**config.mk**
```make
export PLATFORM = sky130hd
export DESIGN_NAME = permutation_rank_unrank_core_flat
export DESIGN_NICKNAME = d
export VERILOG_FILES = /design/src/rtl/pru_pkg.sv /design/src/rtl/pru_in_if.sv /design/src/rtl/pru_out_if.sv /design/src/rtl/pru_rank.sv /design/src/rtl/pru_unrank_stage.sv /design/src/rtl/permutation_rank_unrank_core.sv /design/src/flat_wrapper.sv
export SDC_FILE = /design/constraint.sdc
export NUM_CORES = 1
export LEC_CHECK = 0
export ABC_AREA = 1
export BUFFER_PORTS_ARGS = -buffer_cell sky130_fd_sc_hd__buf_2
export CAP_MARGIN = 40
export CORE_MARGIN = 8
export CORE_UTILIZATION = 64
export DETAILED_ROUTE_END_ITERATION = 8
export GPL_ROUTABILITY_DRIVEN = 1
export GPL_TIMING_DRIVEN = 1
export PLACE_DENSITY = 0.87
export REMOVE_ABC_BUFFERS = 1
export SLEW_MARGIN = 20
export SYNTH_ARGS = -nofsm -noshare
export SYNTH_HDL_FRONTEND = slang
export SYNTH_SLANG_ARGS = --single-unit
```
**constraint.sdc**
```tcl
create_clock -name i_clk -period 38.2 [get_ports i_clk]
set_input_delay 3.82 -clock i_clk [delete_from_list [all_inputs] [get_ports i_clk]]
set_output_delay 3.82 -clock i_clk [all_outputs]
set_load 0.005 [all_outputs]
```
**src/rtl/pru_pkg.sv**
```systemverilog
// ----------------------------------------------------------------------------
// pru_pkg
// Shared types, constants and helpers of the permutation rank/unrank core.
// ----------------------------------------------------------------------------
package pru_pkg;

    localparam int NUM_ELEMS  = 9;
    localparam int ELEM_W     = 4;
    localparam int RANK_W     = 19;
    localparam int CNT_W      = 4;
    localparam int IDX_W      = $clog2(NUM_ELEMS);
    localparam int PIPE_DEPTH = NUM_ELEMS;
    localparam int RANK_STG   = 4;

    typedef enum logic {
        OP_RANK   = 1'b0,
        OP_UNRANK = 1'b1
    } t_op;

    typedef logic [ELEM_W-1:0]    t_elem;
    typedef logic [RANK_W-1:0]    t_rank;
    typedef logic [CNT_W-1:0]     t_cnt;
    typedef logic [NUM_ELEMS-1:0] t_mask;

    typedef struct packed {
        t_op                      op;
        logic                     err;
        t_rank                    rem;
        t_mask                    used;
        t_elem [NUM_ELEMS-1:0]    elem;
    } t_unrank_st;

    function automatic t_rank fact(input int n);
        int f;
        f = 1;
        for (int k = 2; k <= n; k++) begin
            f = f * k;
        end
        return t_rank'(f);
    endfunction

    localparam t_rank MAX_RANK = t_rank'(int'(fact(NUM_ELEMS)) - 1);

endpackage

```
**src/rtl/pru_in_if.sv**
```systemverilog
// ----------------------------------------------------------------------------
// pru_in_if
// Request channel: operation, rank and nine elements per beat.
// ----------------------------------------------------------------------------
interface pru_in_if;
    logic                        valid;
    logic                        ready;
    logic                        operation;
    logic [pru_pkg::RANK_W-1:0]  rank_in;
    logic [pru_pkg::ELEM_W-1:0]  elem0_in;
    logic [pru_pkg::ELEM_W-1:0]  elem1_in;
    logic [pru_pkg::ELEM_W-1:0]  elem2_in;
    logic [pru_pkg::ELEM_W-1:0]  elem3_in;
    logic [pru_pkg::ELEM_W-1:0]  elem4_in;
    logic [pru_pkg::ELEM_W-1:0]  elem5_in;
    logic [pru_pkg::ELEM_W-1:0]  elem6_in;
    logic [pru_pkg::ELEM_W-1:0]  elem7_in;
    logic [pru_pkg::ELEM_W-1:0]  elem8_in;

    modport source (
        output valid, operation, rank_in,
        output elem0_in, elem1_in, elem2_in, elem3_in, elem4_in,
        output elem5_in, elem6_in, elem7_in, elem8_in,
        input  ready
    );

    modport sink (
        input  valid, operation, rank_in,
        input  elem0_in, elem1_in, elem2_in, elem3_in, elem4_in,
        input  elem5_in, elem6_in, elem7_in, elem8_in,
        output ready
    );
endinterface

```
**src/rtl/pru_out_if.sv**
```systemverilog
// ----------------------------------------------------------------------------
// pru_out_if
// Result channel: rank, nine elements and error flag per beat.
// ----------------------------------------------------------------------------
interface pru_out_if;
    logic                        valid;
    logic                        ready;
    logic [pru_pkg::RANK_W-1:0]  rank_out;
    logic [pru_pkg::ELEM_W-1:0]  elem0_out;
    logic [pru_pkg::ELEM_W-1:0]  elem1_out;
    logic [pru_pkg::ELEM_W-1:0]  elem2_out;
    logic [pru_pkg::ELEM_W-1:0]  elem3_out;
    logic [pru_pkg::ELEM_W-1:0]  elem4_out;
    logic [pru_pkg::ELEM_W-1:0]  elem5_out;
    logic [pru_pkg::ELEM_W-1:0]  elem6_out;
    logic [pru_pkg::ELEM_W-1:0]  elem7_out;
    logic [pru_pkg::ELEM_W-1:0]  elem8_out;
    logic                        rank_error;

    modport source (
        output valid, rank_out, rank_error,
        output elem0_out, elem1_out, elem2_out, elem3_out, elem4_out,
        output elem5_out, elem6_out, elem7_out, elem8_out,
        input  ready
    );

    modport sink (
        input  valid, rank_out, rank_error,
        input  elem0_out, elem1_out, elem2_out, elem3_out, elem4_out,
        input  elem5_out, elem6_out, elem7_out, elem8_out,
        output ready
    );
endinterface

```
**src/rtl/pru_rank.sv**
```systemverilog
// ----------------------------------------------------------------------------
// pru_rank
// Rank datapath: inversion counts, factorial weights, two-level adder tree,
// then delay stages to line up with the unrank pipe.
// ----------------------------------------------------------------------------
module pru_rank (
    input  logic                                 i_clk,
    input  logic [pru_pkg::PIPE_DEPTH-1:0]       i_en,
    input  pru_pkg::t_elem [pru_pkg::NUM_ELEMS-1:0] i_elem,
    output pru_pkg::t_rank                       o_rank
);

    localparam int N     = pru_pkg::NUM_ELEMS;
    localparam int GRP   = 3;
    localparam int NGRP  = (N + GRP - 1) / GRP;
    localparam int DLY   = pru_pkg::PIPE_DEPTH - pru_pkg::RANK_STG;

    pru_pkg::t_cnt  n_cnt  [N];
    pru_pkg::t_cnt  r_cnt  [N];
    pru_pkg::t_rank n_prod [N];
    pru_pkg::t_rank r_prod [N];
    pru_pkg::t_rank n_part [NGRP];
    pru_pkg::t_rank r_part [NGRP];
    pru_pkg::t_rank n_sum;
    pru_pkg::t_rank r_sum;
    pru_pkg::t_rank r_dly  [DLY];

    // smaller elements to the right of each position
    always_comb begin
        for (int i = 0; i < N; i++) begin
            n_cnt[i] = '0;
            for (int j = 0; j < N; j++) begin
                if (j > i && i_elem[j] < i_elem[i]) begin
                    n_cnt[i] = n_cnt[i] + pru_pkg::t_cnt'(1);
                end
            end
        end
    end

    always_comb begin
        for (int i = 0; i < N; i++) begin
            n_prod[i] = pru_pkg::t_rank'(int'(r_cnt[i]) * int'(pru_pkg::fact(N - 1 - i)));
        end
    end

    always_comb begin
        for (int g = 0; g < NGRP; g++) begin
            n_part[g] = '0;
            for (int k = 0; k < GRP; k++) begin
                if (g * GRP + k < N) begin
                    n_part[g] = n_part[g] + r_prod[g * GRP + k];
                end
            end
        end
    end

    always_comb begin
        n_sum = '0;
        for (int g = 0; g < NGRP; g++) begin
            n_sum = n_sum + r_part[g];
        end
    end

    always_ff @(posedge i_clk) begin
        if (i_en[0]) begin
            r_cnt <= n_cnt;
        end
        if (i_en[1]) begin
            r_prod <= n_prod;
        end
        if (i_en[2]) begin
            r_part <= n_part;
        end
        if (i_en[3]) begin
            r_sum <= n_sum;
        end
        for (int d = 0; d < DLY; d++) begin
            if (i_en[pru_pkg::RANK_STG + d]) begin
                r_dly[d] <= (d == 0) ? r_sum : r_dly[(d == 0) ? 0 : d - 1];
            end
        end
    end

    assign o_rank = r_dly[DLY-1];

endmodule

```
**src/rtl/pru_unrank_stage.sv**
```systemverilog
// ----------------------------------------------------------------------------
// pru_unrank_stage
// One factoradic digit: divide the remainder by (N-1-POS)!, pick the
// digit-th unused element, register the updated state.
// ----------------------------------------------------------------------------
module pru_unrank_stage #(
    parameter int POS = 0
) (
    input  logic                i_clk,
    input  logic                i_en,
    input  pru_pkg::t_unrank_st i_st,
    output pru_pkg::t_unrank_st o_st
);

    localparam int             N       = pru_pkg::NUM_ELEMS;
    localparam int             REM_LEN = N - 1 - POS;
    localparam pru_pkg::t_rank F       = pru_pkg::fact(REM_LEN);

    pru_pkg::t_cnt                  w_digit;
    pru_pkg::t_cnt                  w_seen;
    logic [pru_pkg::IDX_W-1:0]      w_pick;
    logic                           w_found;
    pru_pkg::t_unrank_st            n_st;
    pru_pkg::t_unrank_st            r_st;

    // quotient by compare against multiples 1..REM_LEN of F
    always_comb begin
        w_digit = '0;
        for (int m = 1; m < N; m++) begin
            if (m <= REM_LEN && i_st.rem >= pru_pkg::t_rank'(m * int'(F))) begin
                w_digit = w_digit + pru_pkg::t_cnt'(1);
            end
        end
    end

    always_comb begin
        w_seen  = '0;
        w_pick  = '0;
        w_found = 1'b0;
        for (int j = 0; j < N; j++) begin
            if (!i_st.used[j] && !w_found) begin
                if (w_seen == w_digit) begin
                    w_pick  = pru_pkg::IDX_W'(j);
                    w_found = 1'b1;
                end else begin
                    w_seen = w_seen + pru_pkg::t_cnt'(1);
                end
            end
        end
    end

    always_comb begin
        n_st              = i_st;
        n_st.rem          = i_st.rem - pru_pkg::t_rank'(int'(w_digit) * int'(F));
        n_st.used[w_pick] = 1'b1;
        n_st.elem[POS]    = pru_pkg::t_elem'({1'b0, w_pick} + 1'b1);
    end

    always_ff @(posedge i_clk) begin
        if (i_en) begin
            r_st <= n_st;
        end
    end

    assign o_st = r_st;

endmodule

```
**src/rtl/permutation_rank_unrank_core.sv**
```systemverilog
// ----------------------------------------------------------------------------
// permutation_rank_unrank_core
// Lexicographic rank <-> nine-element permutation converter.
//
// Usage: a request beat on i_in carries the operation, a rank and nine
// elements. Rank mode returns the Cantor rank of the elements in rank_out.
// Unrank mode returns the permutation of rank_in on elem0_out..elem8_out,
// or all-zero elements with rank_error set when rank_in exceeds 362879.
// Every request gives exactly one result beat on o_out, in order.
// Latency: 9 register stages; the result of an accepted beat passes through
// every stage before it is on o_out.
// Throughput: one beat per cycle while o_out is not stalled; each unrank stage resolves one factoradic
// digit, the rank path is count / weight / two adder levels / delay.
// Reset: clears the stage valid bits; the pipe is empty and ready after it.
// Stall: a low o_out.ready freezes only the full stages with no empty stage
// ahead of them; every other stage still advances, so i_in.ready stays high
// until every stage holds a beat.
// ----------------------------------------------------------------------------
module permutation_rank_unrank_core (
    input  logic       i_clk,
    input  logic       i_rst_n,
    pru_in_if.sink     i_in,
    pru_out_if.source  o_out
);

    localparam int D = pru_pkg::PIPE_DEPTH;
    localparam int N = pru_pkg::NUM_ELEMS;

    logic [D-1:0]                  r_vld;
    logic [D-1:0]                  n_vld;
    logic [D-1:0]                  w_en;
    pru_pkg::t_elem [N-1:0]        w_elem_in;
    pru_pkg::t_unrank_st           w_st [D+1];
    pru_pkg::t_unrank_st           w_last;
    pru_pkg::t_rank                w_rank;
    logic                          w_ok;
    logic [N-1:0]                  w_present;

    assign w_elem_in[0] = i_in.elem0_in;
    assign w_elem_in[1] = i_in.elem1_in;
    assign w_elem_in[2] = i_in.elem2_in;
    assign w_elem_in[3] = i_in.elem3_in;
    assign w_elem_in[4] = i_in.elem4_in;
    assign w_elem_in[5] = i_in.elem5_in;
    assign w_elem_in[6] = i_in.elem6_in;
    assign w_elem_in[7] = i_in.elem7_in;
    assign w_elem_in[8] = i_in.elem8_in;

    // a stage loads when it is empty or its successor moves on
    always_comb begin
        w_en[D-1] = !r_vld[D-1] || o_out.ready;
        for (int k = D - 2; k >= 0; k--) begin
            w_en[k] = !r_vld[k] || w_en[k+1];
        end
    end

    assign n_vld      = {r_vld[D-2:0], i_in.valid};
    assign i_in.ready = w_en[0];

    always_ff @(posedge i_clk) begin
        if (!i_rst_n) begin
            r_vld <= '0;
        end else begin
            for (int k = 0; k < D; k++) begin
                if (w_en[k]) begin
                    r_vld[k] <= n_vld[k];
                end
            end
        end
    end

    always_comb begin
        w_st[0]      = '0;
        w_st[0].op   = pru_pkg::t_op'(i_in.operation);
        w_st[0].rem  = i_in.rank_in;
        w_st[0].err  = (pru_pkg::t_op'(i_in.operation) == pru_pkg::OP_UNRANK) &&
                       (i_in.rank_in > pru_pkg::MAX_RANK);
    end

    for (genvar g = 0; g < D; g++) begin : g_unrank
        pru_unrank_stage #(
            .POS (g)
        ) u_stage (
            .i_clk (i_clk),
            .i_en  (w_en[g]),
            .i_st  (w_st[g]),
            .o_st  (w_st[g+1])
        );
    end

    pru_rank u_rank (
        .i_clk  (i_clk),
        .i_en   (w_en),
        .i_elem (w_elem_in),
        .o_rank (w_rank)
    );

    assign w_last = w_st[D];
    assign w_ok   = (w_last.op == pru_pkg::OP_UNRANK) && !w_last.err;

    assign o_out.valid      = r_vld[D-1];
    assign o_out.rank_out   = (w_last.op == pru_pkg::OP_RANK) ? w_rank : '0;
    assign o_out.rank_error = w_last.err;
    assign o_out.elem0_out  = w_ok ? w_last.elem[0] : '0;
    assign o_out.elem1_out  = w_ok ? w_last.elem[1] : '0;
    assign o_out.elem2_out  = w_ok ? w_last.elem[2] : '0;
    assign o_out.elem3_out  = w_ok ? w_last.elem[3] : '0;
    assign o_out.elem4_out  = w_ok ? w_last.elem[4] : '0;
    assign o_out.elem5_out  = w_ok ? w_last.elem[5] : '0;
    assign o_out.elem6_out  = w_ok ? w_last.elem[6] : '0;
    assign o_out.elem7_out  = w_ok ? w_last.elem[7] : '0;
    assign o_out.elem8_out  = w_ok ? w_last.elem[8] : '0;

    // which element values appear on the result beat
    always_comb begin
        w_present = '0;
        for (int i = 0; i < N; i++) begin
            if (w_ok && w_last.elem[i] != '0 && int'(w_last.elem[i]) <= N) begin
                w_present[int'(w_last.elem[i]) - 1] = 1'b1;
            end
        end
    end

    a_accept_loads : assert property (@(posedge i_clk) disable iff (!i_rst_n)
        (i_in.valid && i_in.ready) |=> r_vld[0])
        else $error("accepted beat not captured in first stage");

    a_ready_on_room : assert property (@(posedge i_clk) disable iff (!i_rst_n)
        !(&r_vld) |-> i_in.ready)
        else $error("input stalled while a stage is empty");

    a_unrank_perm : assert property (@(posedge i_clk) disable iff (!i_rst_n)
        (o_out.valid && w_ok) |-> (&w_present))
        else $error("unrank result is not a permutation");

    a_rank_clean : assert property (@(posedge i_clk) disable iff (!i_rst_n)
        (o_out.valid && w_last.op == pru_pkg::OP_RANK) |->
        (!o_out.rank_error && w_present == '0 && o_out.rank_out <= pru_pkg::MAX_RANK))
        else $error("rank result out of range or with element data");

endmodule

```
**src/flat_wrapper.sv**
```systemverilog
// flat-port wrapper written by rule: the top's interface ports become plain ports
module permutation_rank_unrank_core_flat 
  (i_clk, i_rst_n, i_in_valid, i_in_operation, i_in_rank_in, i_in_elem0_in, i_in_elem1_in, i_in_elem2_in, i_in_elem3_in, i_in_elem4_in, i_in_elem5_in, i_in_elem6_in, i_in_elem7_in, i_in_elem8_in, i_in_ready, o_out_valid, o_out_rank_out, o_out_rank_error, o_out_elem0_out, o_out_elem1_out, o_out_elem2_out, o_out_elem3_out, o_out_elem4_out, o_out_elem5_out, o_out_elem6_out, o_out_elem7_out, o_out_elem8_out, o_out_ready);
  pru_in_if i_in_i ();
  pru_out_if o_out_i ();
  input  logic i_clk;
  input  logic i_rst_n;
  input wire logic [$bits(i_in_i.valid)-1:0] i_in_valid;
  input wire logic [$bits(i_in_i.operation)-1:0] i_in_operation;
  input wire logic [$bits(i_in_i.rank_in)-1:0] i_in_rank_in;
  input wire logic [$bits(i_in_i.elem0_in)-1:0] i_in_elem0_in;
  input wire logic [$bits(i_in_i.elem1_in)-1:0] i_in_elem1_in;
  input wire logic [$bits(i_in_i.elem2_in)-1:0] i_in_elem2_in;
  input wire logic [$bits(i_in_i.elem3_in)-1:0] i_in_elem3_in;
  input wire logic [$bits(i_in_i.elem4_in)-1:0] i_in_elem4_in;
  input wire logic [$bits(i_in_i.elem5_in)-1:0] i_in_elem5_in;
  input wire logic [$bits(i_in_i.elem6_in)-1:0] i_in_elem6_in;
  input wire logic [$bits(i_in_i.elem7_in)-1:0] i_in_elem7_in;
  input wire logic [$bits(i_in_i.elem8_in)-1:0] i_in_elem8_in;
  output wire logic [$bits(i_in_i.ready)-1:0] i_in_ready;
  output wire logic [$bits(o_out_i.valid)-1:0] o_out_valid;
  output wire logic [$bits(o_out_i.rank_out)-1:0] o_out_rank_out;
  output wire logic [$bits(o_out_i.rank_error)-1:0] o_out_rank_error;
  output wire logic [$bits(o_out_i.elem0_out)-1:0] o_out_elem0_out;
  output wire logic [$bits(o_out_i.elem1_out)-1:0] o_out_elem1_out;
  output wire logic [$bits(o_out_i.elem2_out)-1:0] o_out_elem2_out;
  output wire logic [$bits(o_out_i.elem3_out)-1:0] o_out_elem3_out;
  output wire logic [$bits(o_out_i.elem4_out)-1:0] o_out_elem4_out;
  output wire logic [$bits(o_out_i.elem5_out)-1:0] o_out_elem5_out;
  output wire logic [$bits(o_out_i.elem6_out)-1:0] o_out_elem6_out;
  output wire logic [$bits(o_out_i.elem7_out)-1:0] o_out_elem7_out;
  output wire logic [$bits(o_out_i.elem8_out)-1:0] o_out_elem8_out;
  input wire logic [$bits(o_out_i.ready)-1:0] o_out_ready;
  assign i_in_i.valid = i_in_valid;
  assign i_in_i.operation = i_in_operation;
  assign i_in_i.rank_in = i_in_rank_in;
  assign i_in_i.elem0_in = i_in_elem0_in;
  assign i_in_i.elem1_in = i_in_elem1_in;
  assign i_in_i.elem2_in = i_in_elem2_in;
  assign i_in_i.elem3_in = i_in_elem3_in;
  assign i_in_i.elem4_in = i_in_elem4_in;
  assign i_in_i.elem5_in = i_in_elem5_in;
  assign i_in_i.elem6_in = i_in_elem6_in;
  assign i_in_i.elem7_in = i_in_elem7_in;
  assign i_in_i.elem8_in = i_in_elem8_in;
  assign i_in_ready = i_in_i.ready;
  assign o_out_valid = o_out_i.valid;
  assign o_out_rank_out = o_out_i.rank_out;
  assign o_out_rank_error = o_out_i.rank_error;
  assign o_out_elem0_out = o_out_i.elem0_out;
  assign o_out_elem1_out = o_out_i.elem1_out;
  assign o_out_elem2_out = o_out_i.elem2_out;
  assign o_out_elem3_out = o_out_i.elem3_out;
  assign o_out_elem4_out = o_out_i.elem4_out;
  assign o_out_elem5_out = o_out_i.elem5_out;
  assign o_out_elem6_out = o_out_i.elem6_out;
  assign o_out_elem7_out = o_out_i.elem7_out;
  assign o_out_elem8_out = o_out_i.elem8_out;
  assign o_out_i.ready = o_out_ready;
  permutation_rank_unrank_core u_core (.i_clk(i_clk), .i_rst_n(i_rst_n), .i_in(i_in_i), .o_out(o_out_i));
endmodule
```
==> results of run 1 <==
-- metal layers --
metal / up-vias / GRT usage (%) / wire length, µm
met4: 0 / 9.93 / 3320
met1: 15300 / 26.6 / 35700
met5: - / 0 / 0
met3: 243 / 2.81 / 4960
met2: 1004 / 43.4 / 47500
li1: 16500 / - / -
-- cell families (layout without fill, tap and decap cells) --
kind of cell	Yosys count	in the layout
adders and majority gates	552	552
AOI/OAI and AO/OA	479	479
and+or+nand+nor	1966	1966
DFF	638	638
xor gates and xnor gates	296	296
buffers and inverters	886	1126
muxes	7	7
other	2	6
-- cell usage after synthesis, drive strengths merged (3+ instances only) --
master | n | area [µm²]
or2 | 13 | 81.3
o21bai | 39 | 297
inv | 870 | 3270
xor2 | 212 | 1890
nand2 | 958 | 3870
nand3 | 418 | 2210
dfxtp | 9 | 180
nand4 | 84 | 553
a21o | 24 | 180
a31o | 4 | 35.0
o21a | 9 | 67.6
nand3b | 16 | 124
ha | 493 | 6170
and2 | 7 | 43.8
a31oi | 26 | 163
a211oi | 3 | 22.5
mux2 | 7 | 78.8
xnor2 | 83 | 761
edfxtp | 629 | 18900
o211ai | 30 | 230
nor2 | 407 | 1700
clkbuf | 7 | 27.5
nor4 | 9 | 56.3
o21ai | 137 | 738
fa | 59 | 1180
buf | 6 | 36.3
clkinv | 3 | 11.3
a21boi | 19 | 143
o31ai | 6 | 45.0
nor3 | 48 | 284
nor3b | 3 | 22.5
a21oi | 174 | 878
-- worst max path at each step --
stage | slack, ps | end | start
after floorplan | 18670 | i_in_ready | o_out_ready
after global placement | 25880 | u_core.g_unrank[0].u_stage.o_st[2] | i_in_rank_in[13]
after detailed placement | 25760 | u_core.g_unrank[0].u_stage.o_st[2] | i_in_rank_in[13]
after CTS | 26090 | i_in_ready | o_out_ready
after global routing | 25390 | u_core.g_unrank[0].u_stage.o_st[2] | i_in_rank_in[13]
final | 26360 | u_core.g_unrank[0].u_stage.o_st[2] | i_in_rank_in[13]
-- area by class of cell --
cell class	instances	share of cell area, %
Clock buffer	82	3.65
Clock inverter	36	0.559
Tap cell	931	2.41
Multi-Input combinational cell	3306	45.5
Timing Repair Buffer	135	1.66
Inverter	873	6.79
Sequential cell	638	39.5
-- worst register-to-register path: cells and delay by family, from the launching register on --
kind,cells,cell delay [ps]
AOI/OAI and AO/OA,4,910
xor gates and xnor gates,4,900
adders and majority gates,8,2250
buffers and inverters,12,1110
DFF,1,430
and+or+nand+nor,35,4800
-- state kept, by name, indices dropped and copies added, names as in the netlist --
signal	cells
u_core.g_unrank.u_stage.o_st	403
u_core.r_vld	9
u_core.u_rank.r_dly	95
u_core.u_rank.r_cnt	26
u_core.u_rank.r_part	29
u_core.u_rank.r_sum	19
u_core.u_rank.r_prod	57
-- stage by stage --
| step | hold WS (ps) | worst slack [ps] | util [%] | instance area, µm² | cells |
|---|---|---|---|---|---|
| 6_report | 413 | 26360 | 70.4 | 48300 | 6001 |
| 2_1_floorplan | 400 | 18670 | - | 44300 | 4817 |
| 4_1_cts | 416 | 26090 | 70.3 | 48200 | 5997 |
| 3_3_place_gp | 400 | 25880 | 67.3 | 46200 | 5878 |
| 5_1_grt | 421 | 25390 | 70.4 | 48300 | 6001 |
| 3_5_place_dp | 405 | 25760 | 67.3 | 46200 | 5879 |
==> metrics.md, run 1 <==
| Metric | Value |
|---|---|
| Arrival @ worst endpoint | `12210 ps` |
| Pins Over Slew Limit | `0` |
| Startpoint types | `input port` |
| First-pass DRT Iterations | `6` |
| Slowest cell on the critical path | `o21a_1` |
| Final wirelength | `91500 µm` |
| Max Fclk | `84.4 MHz` |
| Initial antenna violation count | `0` |
| Total Routing Usage GR | `23.2%` |
| Hold WC Path Type | `reg -> reg` |
| Reg-to-reg critical path endpoint | `u_core.g_unrank[3].u_stage.o_st[36]` |
| RSZ-0062 raised after global routing | `false` |
| Root Buffer Master | `clkbuf_16` |
| Largest net degree at the start of global routing | `78` |
| Synthesis Warnings | `0` |
| Vias | `33.0k` |
| # rows | `96` |
| CP Class | `in -> reg` |
| # fillers | `4832` |
| CP peak stage delay | `490 ps` |
| FF+latch area | `0.0191 mm²` |
| Post-CTS Setup Bufs | `0` |
| Crit path depth | `62` |
| Core ar. | `0.0686 mm²` |
| Period utilization | `31.0%` |
| R2r startpoint | `u_core.g_unrank[2].u_stage.o_st[61]` |
| Sequential area share after synthesis | `43.0%` |
| Post-synthesis compound-gate area fraction | `6.46%` |
| Largest family of logic cells by synthesized area | `simple AND/OR/NAND/NOR gates` |
| Layout area overhead | `8.92%` |
| CTS tree | `done` |
| Hold Path End | `u_core.g_unrank[4].u_stage.o_st[9]` |
| Total gr overflow | `0` |
| Port Buffers | `117` |
| Footprint of the multi-input gates | `0.0220 mm²` |
| First-pass GRT wire length | `153000 µm` |
| Detailed placement HPWL | `67900 µm` |
| Post-synthesis cell area | `0.0444 mm²` |
| Hold buffers post-CTS | `0` |
| Die area | `0.0780 mm²` |
| Setup crit end kind | `register` |
| CP delay by family, top | `simple AND/OR/NAND/NOR gates` |
| Initial Util | `64.7%` |
| CTS Buf Count | `66` |
| Worst path bufs/invs | `12` |
| # diodes | `0` |
| Post-synth EDFFs | `629` |
| Nets | `5632` |
| Io pins | `118` |
| Die X-Extent | `279 µm` |
| Asr flop ratio synth | `0%` |
| R2r setup slk | `27550 ps` |
| Initial DRC Count | `2198` |
| Post_cts resized | `0` |
| TNS Setup | `0 ps` |
| CP max FO | `13` |
| Relative slew margins | `44.1%` |
| Ys flop type | `edfxtp_1` |
| Skew-Pair Late Insertion Delay | `610 ps` |
| Layout cells sized above 1 | `9.07%` |
| Adder-Cell Fraction of Synth Area | `16.6%` |
| Mapped Cells | `4826` |
| Max_cap viols | `0` |
| Buffer depth of the longest clock path | `3` |
| CTS clk-pin slew, worst paths | `60 ps` |
| Hold_sp | `u_core.g_unrank[3].u_stage.o_st[9]` |
| Vias in the first global route | `33.0k` |
| Least-Margin Pin Slew | `838 ps` |
| # DRC | `0` |
| Simple-gate share of the synthesized area | `20.2%` |
| Setup-failing EPs final | `0` |
| Syn Area/Cell | `9.19 µm²` |
| Die Height | `279 µm` |
| Worst-case reg-to-reg path depth | `63` |
| H-tree depth | `3` |
| Cell mode on critical path | `nand2_1` |
| Critical path required time | `38560 ps` |
| Outcome | `complete, no violations` |
| WHS Path Cells | `0` |
| Routed Antenna Nets | `0` |
| Post-Synth XOR/XNOR Area | `6.04%` |
| Final Hold Viols | `0` |
| Most frequent cells in the layout | `nand2_1, inv_1, edfxtp_1` |
| Drt wl/cell | `15.3 µm` |
| Post-synthesis mux area share | `0.178%` |
| Setup Skew | `15.4 ps` |
| Commonest non-fill, non-tap cell in the layout | `nand2_1` |
| Synth Register Bits | `638` |
| Via density | `5.51` |
| Library cells used by synthesis | `69` |
| Routability cong. | `0.896` |
| Clock sink count | `638` |
| Min cycle time layout | `11840 ps` |
Power of run 1 is not shown: default switching activity piles up to over one toggle a cycle in this logic, so the estimate is an artifact.
==> run 2, diff against run 1 <==
Settings changed: ABC_AREA 1 to 0, CORE_UTILIZATION 64 to 58, PLACE_DENSITY 0.87 to 0.84.
Clock period 38.2 ns to 10.6 ns, I/O delays scaled along.
==> run 2 against run 1 <==
Effect of this change: design area increased by 12%; routed wire length increased by 13%; first-iteration DRC count decreased by 4.1%; setup slack got worse by 26000 ps; critical path depth decreased by 10; via count increased by 5.9%; non-clock buffer count increased by 292; synthesized cell count decreased by 9.9%; clock skew increased by 17 ps; die area increased by 15%.
==> metrics.md, run 2 <==
| Metric | Value |
|---|---|
| Outcome | `complete, no violations` |
| CTS clk-pin slew, worst paths | `60 ps (about the same)` |
| Die Height | `299 µm (+7.1%)` |
| Mapped Cells | `4348 (-9.9%)` |
| Hold buffers post-CTS | `0 (unchanged)` |
| Hold WC Path Type | `reg -> reg` |
| Min cycle time layout | `10530 ps` |
| Total Routing Usage GR | `21.8% (-1.4 points)` |
| Ranking of synthesized cells by area | `edfxtp_1, ha_1, xnor2_1, inv_1, xor2_1` |
| Setup-failing EPs final | `0 (unchanged)` |
| Syn Area/Cell | `10.7 µm² (+16%)` |
| # DRC | `0 (unchanged)` |
| Initial DRC Count | `2107 (-4.1%)` |
| Period utilization | `99.3%` |
| H-tree depth | `3 (unchanged)` |
| Setup Skew | `32.1 ps (+16.6 ps)` |
| FF+latch area | `0.0191 mm² (unchanged)` |
| Core ar. | `0.0799 mm² (+16%)` |
| Post-synth EDFFs | `629 (unchanged)` |
| Die X-Extent | `299 µm (+7.1%)` |
| Most frequent cells in the layout | `edfxtp_1, ha_1, inv_1` |
| Root Buffer Master | `clkbuf_16` |
| Routability cong. | `0.915 (+2.1%)` |
| Final Hold Viols | `0 (unchanged)` |
| Critical path required time | `10960 ps (-27600 ps)` |
| Sequential area share after synthesis | `41.0% (-2.0 points)` |
| Vias | `35.0k (+5.9%)` |
| Least-Margin Pin Slew | `829 ps (-9.32 ps)` |
| Ys flop type | `edfxtp_1` |
| Buffer depth of the longest clock path | `3 (unchanged)` |
| Arrival @ worst endpoint | `10880 ps (-1330 ps)` |
| Setup crit end kind | `register` |
| RSZ-0062 raised after global routing | `true` |
| CP delay by family, top | `compound AO/OA/AOI/OAI gates` |
| Startpoint types | `register` |
| Library cells used by synthesis | `131 (+90%)` |
| # rows | `104 (+8.3%)` |
| First-pass GRT wire length | `166000 µm (+8.8%)` |
| Max Fclk | `95.0 MHz` |
| CP max FO | `5 (-8)` |
| Layout cells sized above 1 | `17.7% (+8.6 points)` |
| Initial Util | `58.2% (-6.5 points)` |
| Layout area overhead | `16.1%` |
| Relative slew margins | `44.7% (+0.62 points)` |
| Drt wl/cell | `17.7 µm (+16%)` |
| Cell taking the most area after synthesis | `edfxtp_1` |
| Die area | `0.0895 mm² (+15%)` |
| Footprint of the multi-input gates | `0.0268 mm² (+22%)` |
| Vias in the first global route | `34.6k (+4.6%)` |
| Place WS | `-746 ps (-26500 ps)` |
| Max reg flops | `403 (unchanged)` |
| Nets | `5383 (-4.4%)` |
| Synthesis Warnings | `0 (unchanged)` |
| Asr flop ratio synth | `0% (unchanged)` |
| Skew-Pair Late Insertion Delay | `630 ps (+20 ps)` |
| Max_cap viols | `0 (unchanged)` |
| # fillers | `5656 (+17%)` |
| Routed Antenna Nets | `0 (unchanged)` |
| Final wirelength | `104000 µm (+13%)` |
| Port Buffers | `117 (unchanged)` |
| Detailed placement HPWL | `75400 µm (+11%)` |
| Worst path bufs/invs | `4 (-8)` |
| First-pass DRT Iterations | `8 (+2)` |
| CTS tree | `done` |
| CP peak stage delay | `450 ps (-40 ps)` |
| Commonest non-fill, non-tap cell in the layout | `edfxtp_1` |
| Io pins | `118 (unchanged)` |
| Clock sink count | `638 (unchanged)` |
| Yosys top cell area share | `40.6% (-1.9 points)` |
| Largest net degree at the start of global routing | `72 (-7.7%)` |
| CTS Buf Count | `68 (+3.0%)` |
| CP Class | `reg -> reg` |
| Initial antenna violation count | `2 (+2)` |
| Synth Register Bits | `638 (unchanged)` |
| Pins Over Slew Limit | `0 (unchanged)` |
| Most numerous cell in the Yosys netlist | `edfxtp_1` |
| Post-synthesis cell area | `0.0465 mm² (+4.8%)` |
| Cell mode on critical path | `ha_4` |
| Slowest cell on the critical path | `edfxtp_1` |
| # diodes | `0 (unchanged)` |
| Total gr overflow | `0 (unchanged)` |
| Final setup margin | `73.0 ps (-26280 ps)` |
| Via density | `5.95 (+8.0%)` |
| Synth cell count leaders | `edfxtp_1, ha_1, inv_1` |
[run 2: cell types whose count changed after synthesis, sizes merged, moves of 137 or more]
cell and delta:
nand2 -703, inv -489, nand3 -327, nor2 -170, xnor2 +167, a21o +137
[run 2: final cells by class]
class,instances,share of cell area [%]
Sequential cell,638,35.3
Clock buffer,83,3.28
Multi-Input combinational cell,3248,49.7
Inverter,388,2.71
Timing Repair Buffer,427,5.64
Tap cell,1060,2.46
Clock inverter,39,0.923
[run 2: worst register-to-register path, delay by kind of cell, from the launching register on]
family                   cells  cell delay, ps
AO/OA/AOI/OAI               17            3440
XOR/XNOR                     5            1060
adder cells (fa/ha/maj)      8            1700
buffers and inverters        4             540
flip-flops                   1             450
multiplexers                 2             630
AND/OR/NAND/NOR             16            2460
[run 2: repair_timing]
item	4_1_cts	5_1_grt
resized for setup	30	196
pin swaps	23	100
buffers inserted	12	65
setup endpoints to repair	33	56
[run 2: per-layer routing]
layer | track usage (%) | vias up | wire [µm]
met3 | 2.83 | 237 | 5170
met2 | 39.1 | 1010 | 52500
met4 | 7.58 | 4 | 3020
met5 | 0 | - | 26
li1 | - | 16900 | -
met1 | 27.0 | 16900 | 43100
[run 2: worst paths after layout]
path,slack (ps),end,cells past startpoint,startpoint
worst max-delay path,70,u_core.g_unrank[1].u_stage.o_st[36],52,u_core.g_unrank[0].u_stage.o_st[62]
worst min-delay path,400,u_core.g_unrank[8].u_stage.o_st[20],0,u_core.g_unrank[7].u_stage.o_st[20]
worst max register to register,70,u_core.g_unrank[1].u_stage.o_st[36],52,u_core.g_unrank[0].u_stage.o_st[62]
worst min register to register,400,u_core.g_unrank[8].u_stage.o_st[20],0,u_core.g_unrank[7].u_stage.o_st[20]
[run 2: cell families (layout without fill, tap and decap cells)]
group	Yosys count	after routing	synth area share [%]
AND/OR/NAND/NOR	1155	1155	13.1
AO/OA/AOI/OAI	1048	1048	16.2
flip-flops	638	638	41.0
adder cells (fa/ha/maj)	552	552	15.8
buffers and inverters	466	937	3.84
XOR/XNOR	414	414	8.35
multiplexers	73	73	1.70
other	2	6	0.0162
[run 2: per-stage QoR]
stage / std cells / hold WS [ps] / area [µm²] / TNS (ps) / util, %
5_1_grt: 5883 / 411 / 54000 / -6370 / 67.6
6_report: 5883 / 404 / 54000 / 0 / 67.6
2_1_floorplan: 4274 / 400 / 46200 / -26440 / -
3_5_place_dp: 5682 / 405 / 49900 / -8720 / 62.5
4_1_cts: 5816 / 408 / 52400 / 0 / 65.6
3_3_place_gp: 5678 / 400 / 49800 / -2840 / 62.4
Power of run 2 is left out for the same reason.
